[src/sv/assert_macros.svh]
// Assertion macros shared by the palette index bit packer RTL.
`ifndef ASSERT_MACROS_SVH
`define ASSERT_MACROS_SVH

`ifndef SYNTH
// Same-cycle implication, checked at each rising edge out of reset.
`define ASSERT_IMPLIES(lbl, clk, rst_n, ante, cons) \
	lbl: assert property (@(posedge clk) disable iff (!rst_n) (ante) |-> (cons)) \
		else $error("assertion failed");
// Next-cycle implication, checked at each rising edge out of reset.
`define ASSERT_NEXT(lbl, clk, rst_n, ante, cons) \
	lbl: assert property (@(posedge clk) disable iff (!rst_n) (ante) |=> (cons)) \
		else $error("assertion failed");
`else
`define ASSERT_IMPLIES(lbl, clk, rst_n, ante, cons)
`define ASSERT_NEXT(lbl, clk, rst_n, ante, cons)
`endif

`endif

[src/sv/pibp_pkg.sv]
// Shared types, codes and helpers for the palette index bit packer.
`timescale 1ns / 1ps

package pibp_pkg;

	// APB address width: six 32-bit registers at 4-byte spacing
	localparam int ADDR_W = 5;
	localparam int DATA_W = 32;

	// Register indexes (paddr[4:2])
	localparam logic [2:0] REG_PIXEL_MODE  = 3'd0;
	localparam logic [2:0] REG_DEPTH_CODE  = 3'd1;
	localparam logic [2:0] REG_IMAGE_WIDTH = 3'd2;
	localparam logic [2:0] REG_IMAGE_HEIGHT = 3'd3;
	localparam logic [2:0] REG_NOT_FOUND   = 3'd4;
	localparam logic [2:0] REG_TRANSPARENT = 3'd5;

	// Pixel modes; bit 0 clear selects msb-first order
	localparam logic [2:0] MODE_ROW_MSB = 3'd0;
	localparam logic [2:0] MODE_ROW_LSB = 3'd1;
	localparam logic [2:0] MODE_IMG_MSB = 3'd2;
	localparam logic [2:0] MODE_IMG_LSB = 3'd3;
	localparam logic [2:0] MODE_PAD_MSB = 3'd4;
	localparam logic [2:0] MODE_PAD_LSB = 3'd5;
	localparam logic [2:0] MODE_RAW     = 3'd6;

	// Depth codes
	localparam logic [1:0] DEPTH_1 = 2'd0;
	localparam logic [1:0] DEPTH_2 = 2'd1;

	// Dimension registers are 13 bits wide
	localparam int DIM_W   = 13;
	localparam int DIM_MAX = 8191;

	// Alpha low byte at or above this is opaque
	localparam logic [7:0] ALPHA_OPAQUE_MIN = 8'h80;

	typedef struct packed {
		logic [2:0]       pixel_mode;
		logic [1:0]       depth_code;
		logic [DIM_W-1:0] image_width;
		logic [DIM_W-1:0] image_height;
		logic [7:0]       not_found_index;
		logic [7:0]       transparent_index;
	} cfg_t;

	typedef struct packed {
		logic       valid;
		logic [7:0] idx;
	} pack_req_t;

	// Bits per index for a depth code; both unnamed codes mean four
	function automatic logic [2:0] depth_bits(input logic [1:0] code);
		logic [2:0] b;
		case (code)
			DEPTH_1: b = 3'd1;
			DEPTH_2: b = 3'd2;
			default: b = 3'd4;
		endcase
		return b;
	endfunction

endpackage

[src/sv/palette_index_bit_packer_core.sv]
// Top level of the palette index bit packer: input register, palette match, packer.
`timescale 1ns / 1ps
`include "assert_macros.svh"

// Palette index bit packer. Takes one item per clock while pix_stall is low.
// A palette write (cmd 1) stores a 48-bit RGB entry and gives no result. A pixel
// (cmd 0) is matched against the active palette entries in parallel, turned into
// an index and packed into bytes. Each item is registered at the input, matched
// and packed in one combinational pass, and a completed byte is loaded into the
// result register when the result side is free. So a byte passes through the
// input register and then the result register before it is presented. Sustained
// rate is one item per cycle while the byte channel does not stall. A word-padded
// row end yields a data byte and then a zero pad byte; the input register holds
// its next item until the pad byte has gone. Configure over APB while idle only.
module palette_index_bit_packer_core #(
	parameter int MAX_WIDTH    = 4096,
	parameter int MAX_HEIGHT   = 4096,
	parameter int PALETTE_SIZE = 16
) (
	input  logic                         clk,
	input  logic                         arst_n,
	// APB configuration
	input  logic                         psel,
	input  logic                         penable,
	input  logic                         pwrite,
	input  logic [pibp_pkg::ADDR_W-1:0]  paddr,
	input  logic [pibp_pkg::DATA_W-1:0]  pwdata,
	output logic [pibp_pkg::DATA_W-1:0]  prdata,
	output logic                         pready,
	// Pixel channel
	input  logic                         pix_valid,
	output logic                         pix_stall,
	input  logic                         cmd,
	input  logic [15:0]                  red,
	input  logic [15:0]                  green,
	input  logic [15:0]                  blue,
	input  logic [15:0]                  alpha,
	input  logic [3:0]                   entry_slot,
	// Byte channel
	output logic                         byte_valid,
	input  logic                         byte_stall,
	output logic [7:0]                   out_byte,
	output logic                         last
);

	pibp_pkg::cfg_t      cfg;
	pibp_pkg::pack_req_t req;
	logic                valid_s1;
	logic                cmd_s1;
	logic [47:0]         rgb_s1;
	logic [7:0]          alpha_s1;
	logic [3:0]          slot_s1;
	logic                free;
	logic                adv;
	logic                in_xfer;
	logic [7:0]          idx;

	pibp_cfg u_cfg (
		.clk     (clk),
		.arst_n  (arst_n),
		.psel    (psel),
		.penable (penable),
		.pwrite  (pwrite),
		.paddr   (paddr),
		.pwdata  (pwdata),
		.prdata  (prdata),
		.pready  (pready),
		.cfg     (cfg)
	);

	// Input register moves on when the result side can take it
	assign adv       = valid_s1 && free;
	assign pix_stall = valid_s1 && !free;
	assign in_xfer   = pix_valid && !pix_stall;

	always_ff @(posedge clk or negedge arst_n) begin
		if (!arst_n) begin
			valid_s1 <= 1'b0;
		end else if (in_xfer) begin
			valid_s1 <= 1'b1;
		end else if (adv) begin
			valid_s1 <= 1'b0;
		end
	end

	always_ff @(posedge clk) begin
		if (in_xfer) begin
			cmd_s1   <= cmd;
			rgb_s1   <= {red, green, blue};
			alpha_s1 <= alpha[7:0];
			slot_s1  <= entry_slot;
		end
	end

	pibp_palette #(
		.PALETTE_SIZE (PALETTE_SIZE)
	) u_palette (
		.clk      (clk),
		.wr_en    (adv && cmd_s1),
		.wr_slot  (slot_s1),
		.rgb      (rgb_s1),
		.alpha_lo (alpha_s1),
		.cfg      (cfg),
		.idx      (idx)
	);

	assign req.valid = adv && !cmd_s1;
	assign req.idx   = idx;

	pibp_packer #(
		.MAX_WIDTH  (MAX_WIDTH),
		.MAX_HEIGHT (MAX_HEIGHT)
	) u_packer (
		.clk        (clk),
		.arst_n     (arst_n),
		.cfg        (cfg),
		.req        (req),
		.free       (free),
		.byte_valid (byte_valid),
		.byte_stall (byte_stall),
		.out_byte   (out_byte),
		.last       (last)
	);

	`ASSERT_NEXT(a_s1_holds, clk, arst_n, valid_s1 && !adv, valid_s1 && $stable(rgb_s1) && $stable(cmd_s1))

endmodule

[src/sv/pibp_cfg.sv]
// APB register file holding the packer configuration.
`timescale 1ns / 1ps

module pibp_cfg (
	input  logic                         clk,
	input  logic                         arst_n,
	input  logic                         psel,
	input  logic                         penable,
	input  logic                         pwrite,
	input  logic [pibp_pkg::ADDR_W-1:0]  paddr,
	input  logic [pibp_pkg::DATA_W-1:0]  pwdata,
	output logic [pibp_pkg::DATA_W-1:0]  prdata,
	output logic                         pready,
	output pibp_pkg::cfg_t               cfg
);

	pibp_pkg::cfg_t cfg_q;
	logic           wr_en;
	logic [2:0]     reg_idx;

	assign pready  = 1'b1;
	assign wr_en   = psel && penable && pwrite;
	assign reg_idx = paddr[4:2];
	assign cfg     = cfg_q;

	// Write the addressed register; addresses past the list are dropped
	always_ff @(posedge clk or negedge arst_n) begin
		if (!arst_n) begin
			cfg_q.pixel_mode        <= pibp_pkg::MODE_ROW_MSB;
			cfg_q.depth_code        <= pibp_pkg::DEPTH_1;
			cfg_q.image_width       <= pibp_pkg::DIM_W'(1);
			cfg_q.image_height      <= pibp_pkg::DIM_W'(1);
			cfg_q.not_found_index   <= 8'd0;
			cfg_q.transparent_index <= 8'd0;
		end else if (wr_en) begin
			case (reg_idx)
				pibp_pkg::REG_PIXEL_MODE:   cfg_q.pixel_mode <= pwdata[2:0];
				pibp_pkg::REG_DEPTH_CODE:   cfg_q.depth_code <= pwdata[1:0];
				pibp_pkg::REG_IMAGE_WIDTH:
					cfg_q.image_width <= pwdata[pibp_pkg::DIM_W-1:0];
				pibp_pkg::REG_IMAGE_HEIGHT:
					cfg_q.image_height <= pwdata[pibp_pkg::DIM_W-1:0];
				pibp_pkg::REG_NOT_FOUND:    cfg_q.not_found_index <= pwdata[7:0];
				pibp_pkg::REG_TRANSPARENT:  cfg_q.transparent_index <= pwdata[7:0];
				default: ;
			endcase
		end
	end

	// Read back the addressed register
	always_comb begin
		case (reg_idx)
			pibp_pkg::REG_PIXEL_MODE:   prdata = 32'(cfg_q.pixel_mode);
			pibp_pkg::REG_DEPTH_CODE:   prdata = 32'(cfg_q.depth_code);
			pibp_pkg::REG_IMAGE_WIDTH:  prdata = 32'(cfg_q.image_width);
			pibp_pkg::REG_IMAGE_HEIGHT: prdata = 32'(cfg_q.image_height);
			pibp_pkg::REG_NOT_FOUND:    prdata = 32'(cfg_q.not_found_index);
			pibp_pkg::REG_TRANSPARENT:  prdata = 32'(cfg_q.transparent_index);
			default:                    prdata = 32'd0;
		endcase
	end

endmodule

[src/sv/pibp_palette.sv]
// Palette storage with parallel RGB comparators and index selection.
`timescale 1ns / 1ps

module pibp_palette #(
	parameter int PALETTE_SIZE = 16
) (
	input  logic           clk,
	input  logic           wr_en,
	input  logic [3:0]     wr_slot,
	input  logic [47:0]    rgb,
	input  logic [7:0]     alpha_lo,
	input  pibp_pkg::cfg_t cfg,
	output logic [7:0]     idx
);

	logic [47:0]             pal_q [PALETTE_SIZE];
	logic [PALETTE_SIZE-1:0] hit;
	logic [2:0]              bits;
	logic [4:0]              act_lim;

	// One register and one comparator per entry
	for (genvar i = 0; i < PALETTE_SIZE; i++) begin : g_entry
		always_ff @(posedge clk) begin
			if (wr_en && wr_slot == 4'(i)) begin
				pal_q[i] <= rgb;
			end
		end
		assign hit[i] = (pal_q[i] == rgb);
	end

	assign bits = pibp_pkg::depth_bits(cfg.depth_code);

	// Number of entries that take part at this depth
	always_comb begin
		case (bits)
			3'd1:    act_lim = 5'd2;
			3'd2:    act_lim = 5'd4;
			default: act_lim = 5'd16;
		endcase
	end

	// Pick the highest matching active entry, else the not-found index; a transparent pixel takes the transparent index
	always_comb begin
		idx = cfg.not_found_index;
		for (int i = 0; i < PALETTE_SIZE; i++) begin
			if (hit[i] && 5'(i) < act_lim) begin
				idx = 8'(i);
			end
		end
		if (alpha_lo < pibp_pkg::ALPHA_OPAQUE_MIN) begin
			idx = cfg.transparent_index;
		end
	end

endmodule

[src/sv/pibp_packer.sv]
// Bit packer: position counters, pack byte and the result register with pad beat.
`timescale 1ns / 1ps
`include "assert_macros.svh"

module pibp_packer #(
	parameter int MAX_WIDTH  = 4096,
	parameter int MAX_HEIGHT = 4096
) (
	input  logic                clk,
	input  logic                arst_n,
	input  pibp_pkg::cfg_t      cfg,
	input  pibp_pkg::pack_req_t req,
	output logic                free,
	output logic                byte_valid,
	input  logic                byte_stall,
	output logic [7:0]          out_byte,
	output logic                last
);

	localparam int WMAX = (MAX_WIDTH < pibp_pkg::DIM_MAX) ? MAX_WIDTH : pibp_pkg::DIM_MAX;
	localparam int HMAX = (MAX_HEIGHT < pibp_pkg::DIM_MAX) ? MAX_HEIGHT : pibp_pkg::DIM_MAX;
	localparam int RW   = $clog2(WMAX + 1);
	localparam int HW   = $clog2(HMAX + 1);
	localparam int TW   = $clog2(WMAX * HMAX + 1);

	// State
	logic [7:0]    pack_q;
	logic [RW-1:0] row_pos_q;
	logic [TW-1:0] img_pos_q;
	logic [TW-1:0] total_q;
	logic          valid_q;
	logic [7:0]    byte_q;
	logic          last_q;
	logic          pad_q;

	// Datapath
	logic [pibp_pkg::DIM_W-1:0] w_sat;
	logic [pibp_pkg::DIM_W-1:0] h_sat;
	logic [RW-1:0]    w_c;
	logic [HW-1:0]    h_c;
	logic [RW+HW-1:0] prod;
	logic [2:0]       bits;
	logic             raw;
	logic             img;
	logic             wpad;
	logic             msb;
	logic [RW-1:0]    row_next;
	logic             row_end;
	logic [RW:0]      row_sum;
	logic [TW-1:0]    img_next;
	logic             img_end;
	logic             at_end;
	logic [2:0]       pos_lo;
	logic [2:0]       lsb_off;
	logic [3:0]       msb_off;
	logic [2:0]       off;
	logic             full;
	logic [3:0]       idx_m;
	logic [7:0]       shifted;
	logic [7:0]       pack_new;
	logic             pad;
	logic             emit;
	logic             out_xfer;

	// Clamp dimensions to 1..max
	always_comb begin
		w_sat = cfg.image_width;
		if (cfg.image_width == '0) begin
			w_sat = pibp_pkg::DIM_W'(1);
		end else if (cfg.image_width > pibp_pkg::DIM_W'(WMAX)) begin
			w_sat = pibp_pkg::DIM_W'(WMAX);
		end
		h_sat = cfg.image_height;
		if (cfg.image_height == '0) begin
			h_sat = pibp_pkg::DIM_W'(1);
		end else if (cfg.image_height > pibp_pkg::DIM_W'(HMAX)) begin
			h_sat = pibp_pkg::DIM_W'(HMAX);
		end
	end

	assign w_c  = w_sat[RW-1:0];
	assign h_c  = h_sat[HW-1:0];
	assign prod = (RW+HW)'(w_c) * (RW+HW)'(h_c);

	// Hold the image size in a register; the user must change it only while idle, the block does not enforce this
	always_ff @(posedge clk or negedge arst_n) begin
		if (!arst_n) begin
			total_q <= TW'(1);
		end else begin
			total_q <= prod[TW-1:0];
		end
	end

	// Mode decode
	assign bits = pibp_pkg::depth_bits(cfg.depth_code);
	assign raw  = (cfg.pixel_mode >= pibp_pkg::MODE_RAW);
	assign img  = (cfg.pixel_mode == pibp_pkg::MODE_IMG_MSB) ||
	              (cfg.pixel_mode == pibp_pkg::MODE_IMG_LSB);
	assign wpad = (cfg.pixel_mode == pibp_pkg::MODE_PAD_MSB) ||
	              (cfg.pixel_mode == pibp_pkg::MODE_PAD_LSB);
	assign msb  = !cfg.pixel_mode[0];

	// Advance positions and detect row or image end
	assign row_next = row_pos_q + RW'(1);
	assign row_end  = (row_next >= w_c);
	assign img_next = img_pos_q + TW'(1);
	assign img_end  = (img_next >= total_q);
	assign at_end   = img ? img_end : row_end;
	assign pos_lo   = img ? img_pos_q[2:0] : row_pos_q[2:0];

	// Pad when a one-bit row ends on an odd byte count
	assign row_sum = {1'b0, row_next} + (RW+1)'(7);
	assign pad     = row_end && wpad && (bits == 3'd1) && row_sum[3];

	// Slot within the byte and its bit offset
	always_comb begin
		case (bits)
			3'd1: begin
				lsb_off = pos_lo;
				full    = (pos_lo == 3'd7);
				idx_m   = {3'b000, req.idx[0]};
			end
			3'd2: begin
				lsb_off = {pos_lo[1:0], 1'b0};
				full    = (pos_lo[1:0] == 2'd3);
				idx_m   = {2'b00, req.idx[1:0]};
			end
			default: begin
				lsb_off = {pos_lo[0], 2'b00};
				full    = pos_lo[0];
				idx_m   = req.idx[3:0];
			end
		endcase
	end

	assign msb_off  = 4'd8 - {1'b0, bits} - {1'b0, lsb_off};
	assign off      = msb ? msb_off[2:0] : lsb_off;
	assign shifted  = {4'b0000, idx_m} << off;
	assign pack_new = pack_q | shifted;
	assign emit     = at_end || full;

	// Result register is free when empty or when its last beat leaves now
	assign out_xfer = valid_q && !byte_stall;
	assign free     = !valid_q || (out_xfer && !pad_q);

	// Update packing state; raw mode leaves it untouched
	always_ff @(posedge clk or negedge arst_n) begin
		if (!arst_n) begin
			pack_q    <= 8'd0;
			row_pos_q <= '0;
			img_pos_q <= '0;
		end else if (req.valid && !raw) begin
			pack_q <= emit ? 8'd0 : pack_new;
			if (img) begin
				img_pos_q <= img_end ? '0 : img_next;
			end else begin
				row_pos_q <= row_end ? '0 : row_next;
			end
		end
	end

	// Result register: load a byte, or send the pending pad beat
	always_ff @(posedge clk or negedge arst_n) begin
		if (!arst_n) begin
			valid_q <= 1'b0;
			pad_q   <= 1'b0;
		end else if (req.valid && (raw || emit)) begin
			valid_q <= 1'b1;
			pad_q   <= !raw && pad;
		end else if (out_xfer) begin
			valid_q <= pad_q;
			pad_q   <= 1'b0;
		end
	end

	always_ff @(posedge clk) begin
		if (req.valid && raw) begin
			byte_q <= req.idx;
			last_q <= 1'b1;
		end else if (req.valid && emit) begin
			byte_q <= pack_new;
			last_q <= !pad;
		end else if (out_xfer && pad_q) begin
			byte_q <= 8'd0;
			last_q <= 1'b1;
		end
	end

	assign byte_valid = valid_q;
	assign out_byte   = byte_q;
	assign last       = last_q;

	`ASSERT_IMPLIES(a_pad_not_last, clk, arst_n, valid_q && pad_q, !last_q)
	`ASSERT_NEXT(a_pad_follows, clk, arst_n, out_xfer && pad_q, valid_q && byte_q == 8'd0 && last_q)
	`ASSERT_IMPLIES(a_no_load_over_pad, clk, arst_n, req.valid, !(valid_q && pad_q))

endmodule

[config.mk]
export PLATFORM = sky130hd
export DESIGN_NAME = palette_index_bit_packer_core
export DESIGN_NICKNAME = d
export VERILOG_FILES = /design/src/sv/pibp_pkg.sv /design/src/sv/palette_index_bit_packer_core.sv /design/src/sv/pibp_cfg.sv /design/src/sv/pibp_palette.sv /design/src/sv/pibp_packer.sv
export VERILOG_INCLUDE_DIRS = /design/src /design/src/sv
export SDC_FILE = /design/constraint.sdc
export NUM_CORES = 2
export LEC_CHECK = 0
export ABC_AREA = 1
export BUFFER_PORTS_ARGS = -buffer_cell sky130_fd_sc_hd__buf_2
export CAP_MARGIN = 10
export CORE_UTILIZATION = 50
export CTS_CLUSTER_DIAMETER = 150
export CTS_CLUSTER_SIZE = 28
export DETAILED_ROUTE_END_ITERATION = 8
export PLACE_DENSITY_LB_ADDON = 0.1
export SLEW_MARGIN = 40
export SYNTH_ARGS = -nofsm -noshare
export SYNTH_HDL_FRONTEND = slang
export SYNTH_SLANG_ARGS = --single-unit
export TNS_END_PERCENT = 5
[constraint.sdc]
create_clock -name clk -period 8.95 [get_ports clk]
set_input_delay 1.79 -clock clk [delete_from_list [all_inputs] [get_ports clk]]
set_output_delay 1.79 -clock clk [all_outputs]
set_load 0.05 [all_outputs]
==> flow_metrics.env <==
export IMPL_fin_hold_ws_ps=503.6
export IMPL_async_flop_share_pct=12.71
export IMPL_synth_edff_count=830
export IMPL_setup_viol=0
export IMPL_hold_path_class="flop to flop"
export IMPL_r2r_cells=34
export IMPL_finalPower_mw=10.52
export IMPL_cp_slowest_stage_delay_ps=540
export IMPL_drt_wl_total_mm=159.0
export IMPL_powerDensity_nw_per_um2=197.0
export IMPL_ctsHoldBuffers=0
export IMPL_r2r_start="u_cfg.cfg[34]"
export IMPL_p_sw_mw=3.649
export IMPL_io_buffers=100
export IMPL_fmax_mhz=137.4
export IMPL_die_h_um=319.1
export IMPL_crit_end="u_packer.total_q[24]"
export IMPL_drtPass1Iterations=6
export IMPL_fin_worst_skew_ps=46.14
export IMPL_relSlewSlack_pct=40.66
export IMPL_grt_pass1_wl_mm=228.0
export IMPL_setup_slack_ps=1674
export IMPL_cts_tree="yes"
export IMPL_syn_area_um2=50280
export IMPL_worst_pin_slew_ps=889.1
export IMPL_antenna_found_initial=11
export IMPL_finalHoldViolCount=0
export IMPL_grt_overflow=0
export IMPL_leakage_nw=21.53
export IMPL_drc=0
export IMPL_rows=115
export IMPL_netSwitchingFraction_pct=34.67
export IMPL_drive_gt1_share_pct=8.908
export IMPL_ys_warn_count=0
export IMPL_power_frac_seq_pct=50.3
export IMPL_path_max_fanout=11
export IMPL_p_comb_share_pct=28.0
export IMPL_crit_type="flop to flop"
export IMPL_drt_iter0_drc=4944
export IMPL_start_kind="flop"
export IMPL_tns_ps=0
export IMPL_final_common_cell="edfxtp_1"
export IMPL_syn_avg_cell_area_um2=10.39
export IMPL_grt_pass1_vias=33157
export IMPL_crit_top_cell="inv_1"
export IMPL_fin_crit_ps=7276
export IMPL_synth_ff_latch_count=952
export IMPL_die_x_um=319.1
export IMPL_drt_wirelength_per_cell_um=25.40
export IMPL_synth_cell_types=74
export IMPL_slew_viol_final=0
export IMPL_rsz0062_at_grt="false"
export IMPL_postCtsSetupRepairBufs=0
export IMPL_cts_buffers=40
export IMPL_arrival_ps=7790
export IMPL_insertion_delay_ps=670
export IMPL_place_congestion=0.9351
export IMPL_p_int_mw=6.875
export IMPL_timing_critical_path_from="u_cfg.cfg[34]"
export IMPL_fin_crit_sh_pct=81.30
export IMPL_cts_root_buf="clkbuf_16"
export IMPL_grt_usage_pct=31.14
export IMPL_grt_start_max_net_pins=72
export IMPL_syn_to_final_growth_pct=6.269
export IMPL_critPathRequiredTime_ps=9470
export IMPL_vias=35737
export IMPL_status="completed"
export IMPL_r2r_slack_ps=1670
export IMPL_ant_nets=0
export IMPL_htreeDepth=2
export IMPL_placeableCoreArea_um2=98990
export IMPL_final_cell_mix="edfxtp_1, nand2_1, inv_1"
export IMPL_final_design_area_no_fill_um2=53430
export IMPL_cts_buffer_depth=3
export IMPL_synth_ff_type="edfxtp_1"
export IMPL_irDropWorstVdd_mv=0.1491
export IMPL_post_place_ws_ps=1765
export IMPL_synth_seq_area_share_pct=55.64
export IMPL_pwr_share_clk_pct=21.7
export IMPL_start_util_pct=50.79
export IMPL_ctsResizeCount=0
export IMPL_drt_vias_per_instance=5.707
export IMPL_cts_num_sinks=952
export IMPL_place_detailed_hpwl_mm=106.8
export IMPL_die_area_um2=101800
export IMPL_io_pins=157
export IMPL_fin_nets=5304
export IMPL_placed_cell_area_um2=52270
export IMPL_cp_slowest_cell="clkinv_1"
export IMPL_cp_end_kind="flop"
export IMPL_rr_endpoint="u_packer.total_q[24]"
export IMPL_drv_cap=0
export IMPL_synthCells=4841
export IMPL_clkTransAtPathRegs_ps=110
## through the flow
stage,util [%],std cells
after floorplan,-,4859
after global placement,52.78,6204
after detailed placement,52.80,6204
after CTS,53.96,6260
after global routing,53.97,6262
final,53.97,6262
## worst max-delay path: cells and delay by family (launching register included)
| family | cells | cell delay [ps] |
|---|---|---|
| AND/OR/NAND/NOR | 13 | 2040 |
| buffers and inverters | 6 | 940 |
| flip-flops | 1 | 430 |
| adder cells (fa/ha/maj) | 6 | 2360 |
| AO/OA/AOI/OAI | 8 | 1210 |
| XOR/XNOR | 1 | 130 |
## cell type report
| class | instances | area (um^2) |
|---|---|---|
| Inverter | 750 | 2834 |
| Clock buffer | 52 | 1067 |
| Clock inverter | 4 | 82.58 |
| Tap cell | 1287 | 1610 |
| Timing Repair Buffer | 210 | 1345 |
| Fill cell | 8728 | 45570 |
| Antenna cell | 2 | 5.005 |
| Multi-Input combinational cell | 3005 | 18510 |
| Sequential cell | 952 | 27980 |
## routing by layer
layer | global-route usage [%] | up-vias | share of wire, %
met2 | 46.16 | 1734 | 43
met5 | 0 | - | 0.020
met1 | 46.98 | 17520 | 44
met3 | 5.061 | 211 | 10
li1 | - | 16268 | -
met4 | 9.188 | 4 | 3.3
## state kept, by name, summed over array words and instances, names as in the netlist
name	cells
u_packer.pad_q	1
u_packer.row_pos_q	13
slot_s1	4
u_packer.img_pos_q	25
u_packer.byte_valid	1
u_cfg.cfg	47
rgb_s1	48
valid_s1	1
u_palette.pal_q	768
u_packer.out_byte	8
u_packer.last	1
u_packer.pack_q	8
cmd_s1	1
u_packer.total_q	25
alpha_s1	1
## cell usage after synthesis, types with 50 or more instances
cell type / number / area, um^2
dfrtp_1: 118 / 2953
o21ai_0: 164 / 820.8
xnor2_1: 126 / 1104
ha_1: 112 / 1401
xor2_1: 225 / 1971
or2_2: 63 / 394.1
o22ai_1: 81 / 506.7
nor4_1: 90 / 563.0
fa_1: 120 / 2402
nand2_1: 811 / 3044
nor3_1: 92 / 460.4
nand4_1: 97 / 606.8
edfxtp_1: 830 / 24920
nor2_1: 597 / 2241
nand3_1: 113 / 565.5
buf_4: 50 / 375.4
a21oi_1: 54 / 270.3
inv_1: 687 / 2579
## power groups by stage
stage               Clock (mW)  Sequential (mW)  Combinational (mW)
floorplan                    0             5.42                1.92
global placement             0             5.38                2.87
detailed placement           0             5.39                2.91
CTS                       2.32             5.29                2.93
global route              2.44             5.32                3.29
finish                    2.29             5.29                2.95
## how the worst min path moves through the flow
stage	cells after the start	start	slack (ps)	to
finish	2	u_packer.pack_q[5]	500	u_packer.pack_q[5]
global route	2	u_cfg.cfg[12]	530	u_cfg.cfg[12]
CTS	2	u_cfg.cfg[15]	500	u_cfg.cfg[15]
detailed placement	2	u_cfg.cfg[15]	470	u_cfg.cfg[15]
global placement	2	u_packer.pack_q[4]	460	u_packer.pack_q[4]
floorplan	2	u_packer.pack_q[4]	450	u_packer.pack_q[4]
## cells by family after synthesis
logic type | Yosys count | share of synthesized area, %
flops | 952 | 55.64
other cells | 2 | 0.01494
fa+ha+maj | 232 | 7.565
compound gates | 443 | 5.472
buf+inv | 902 | 7.971
simple gates | 1959 | 17.22
xor+xnor | 351 | 6.114
No activity file was read; power rests on OpenSTA's default activity.
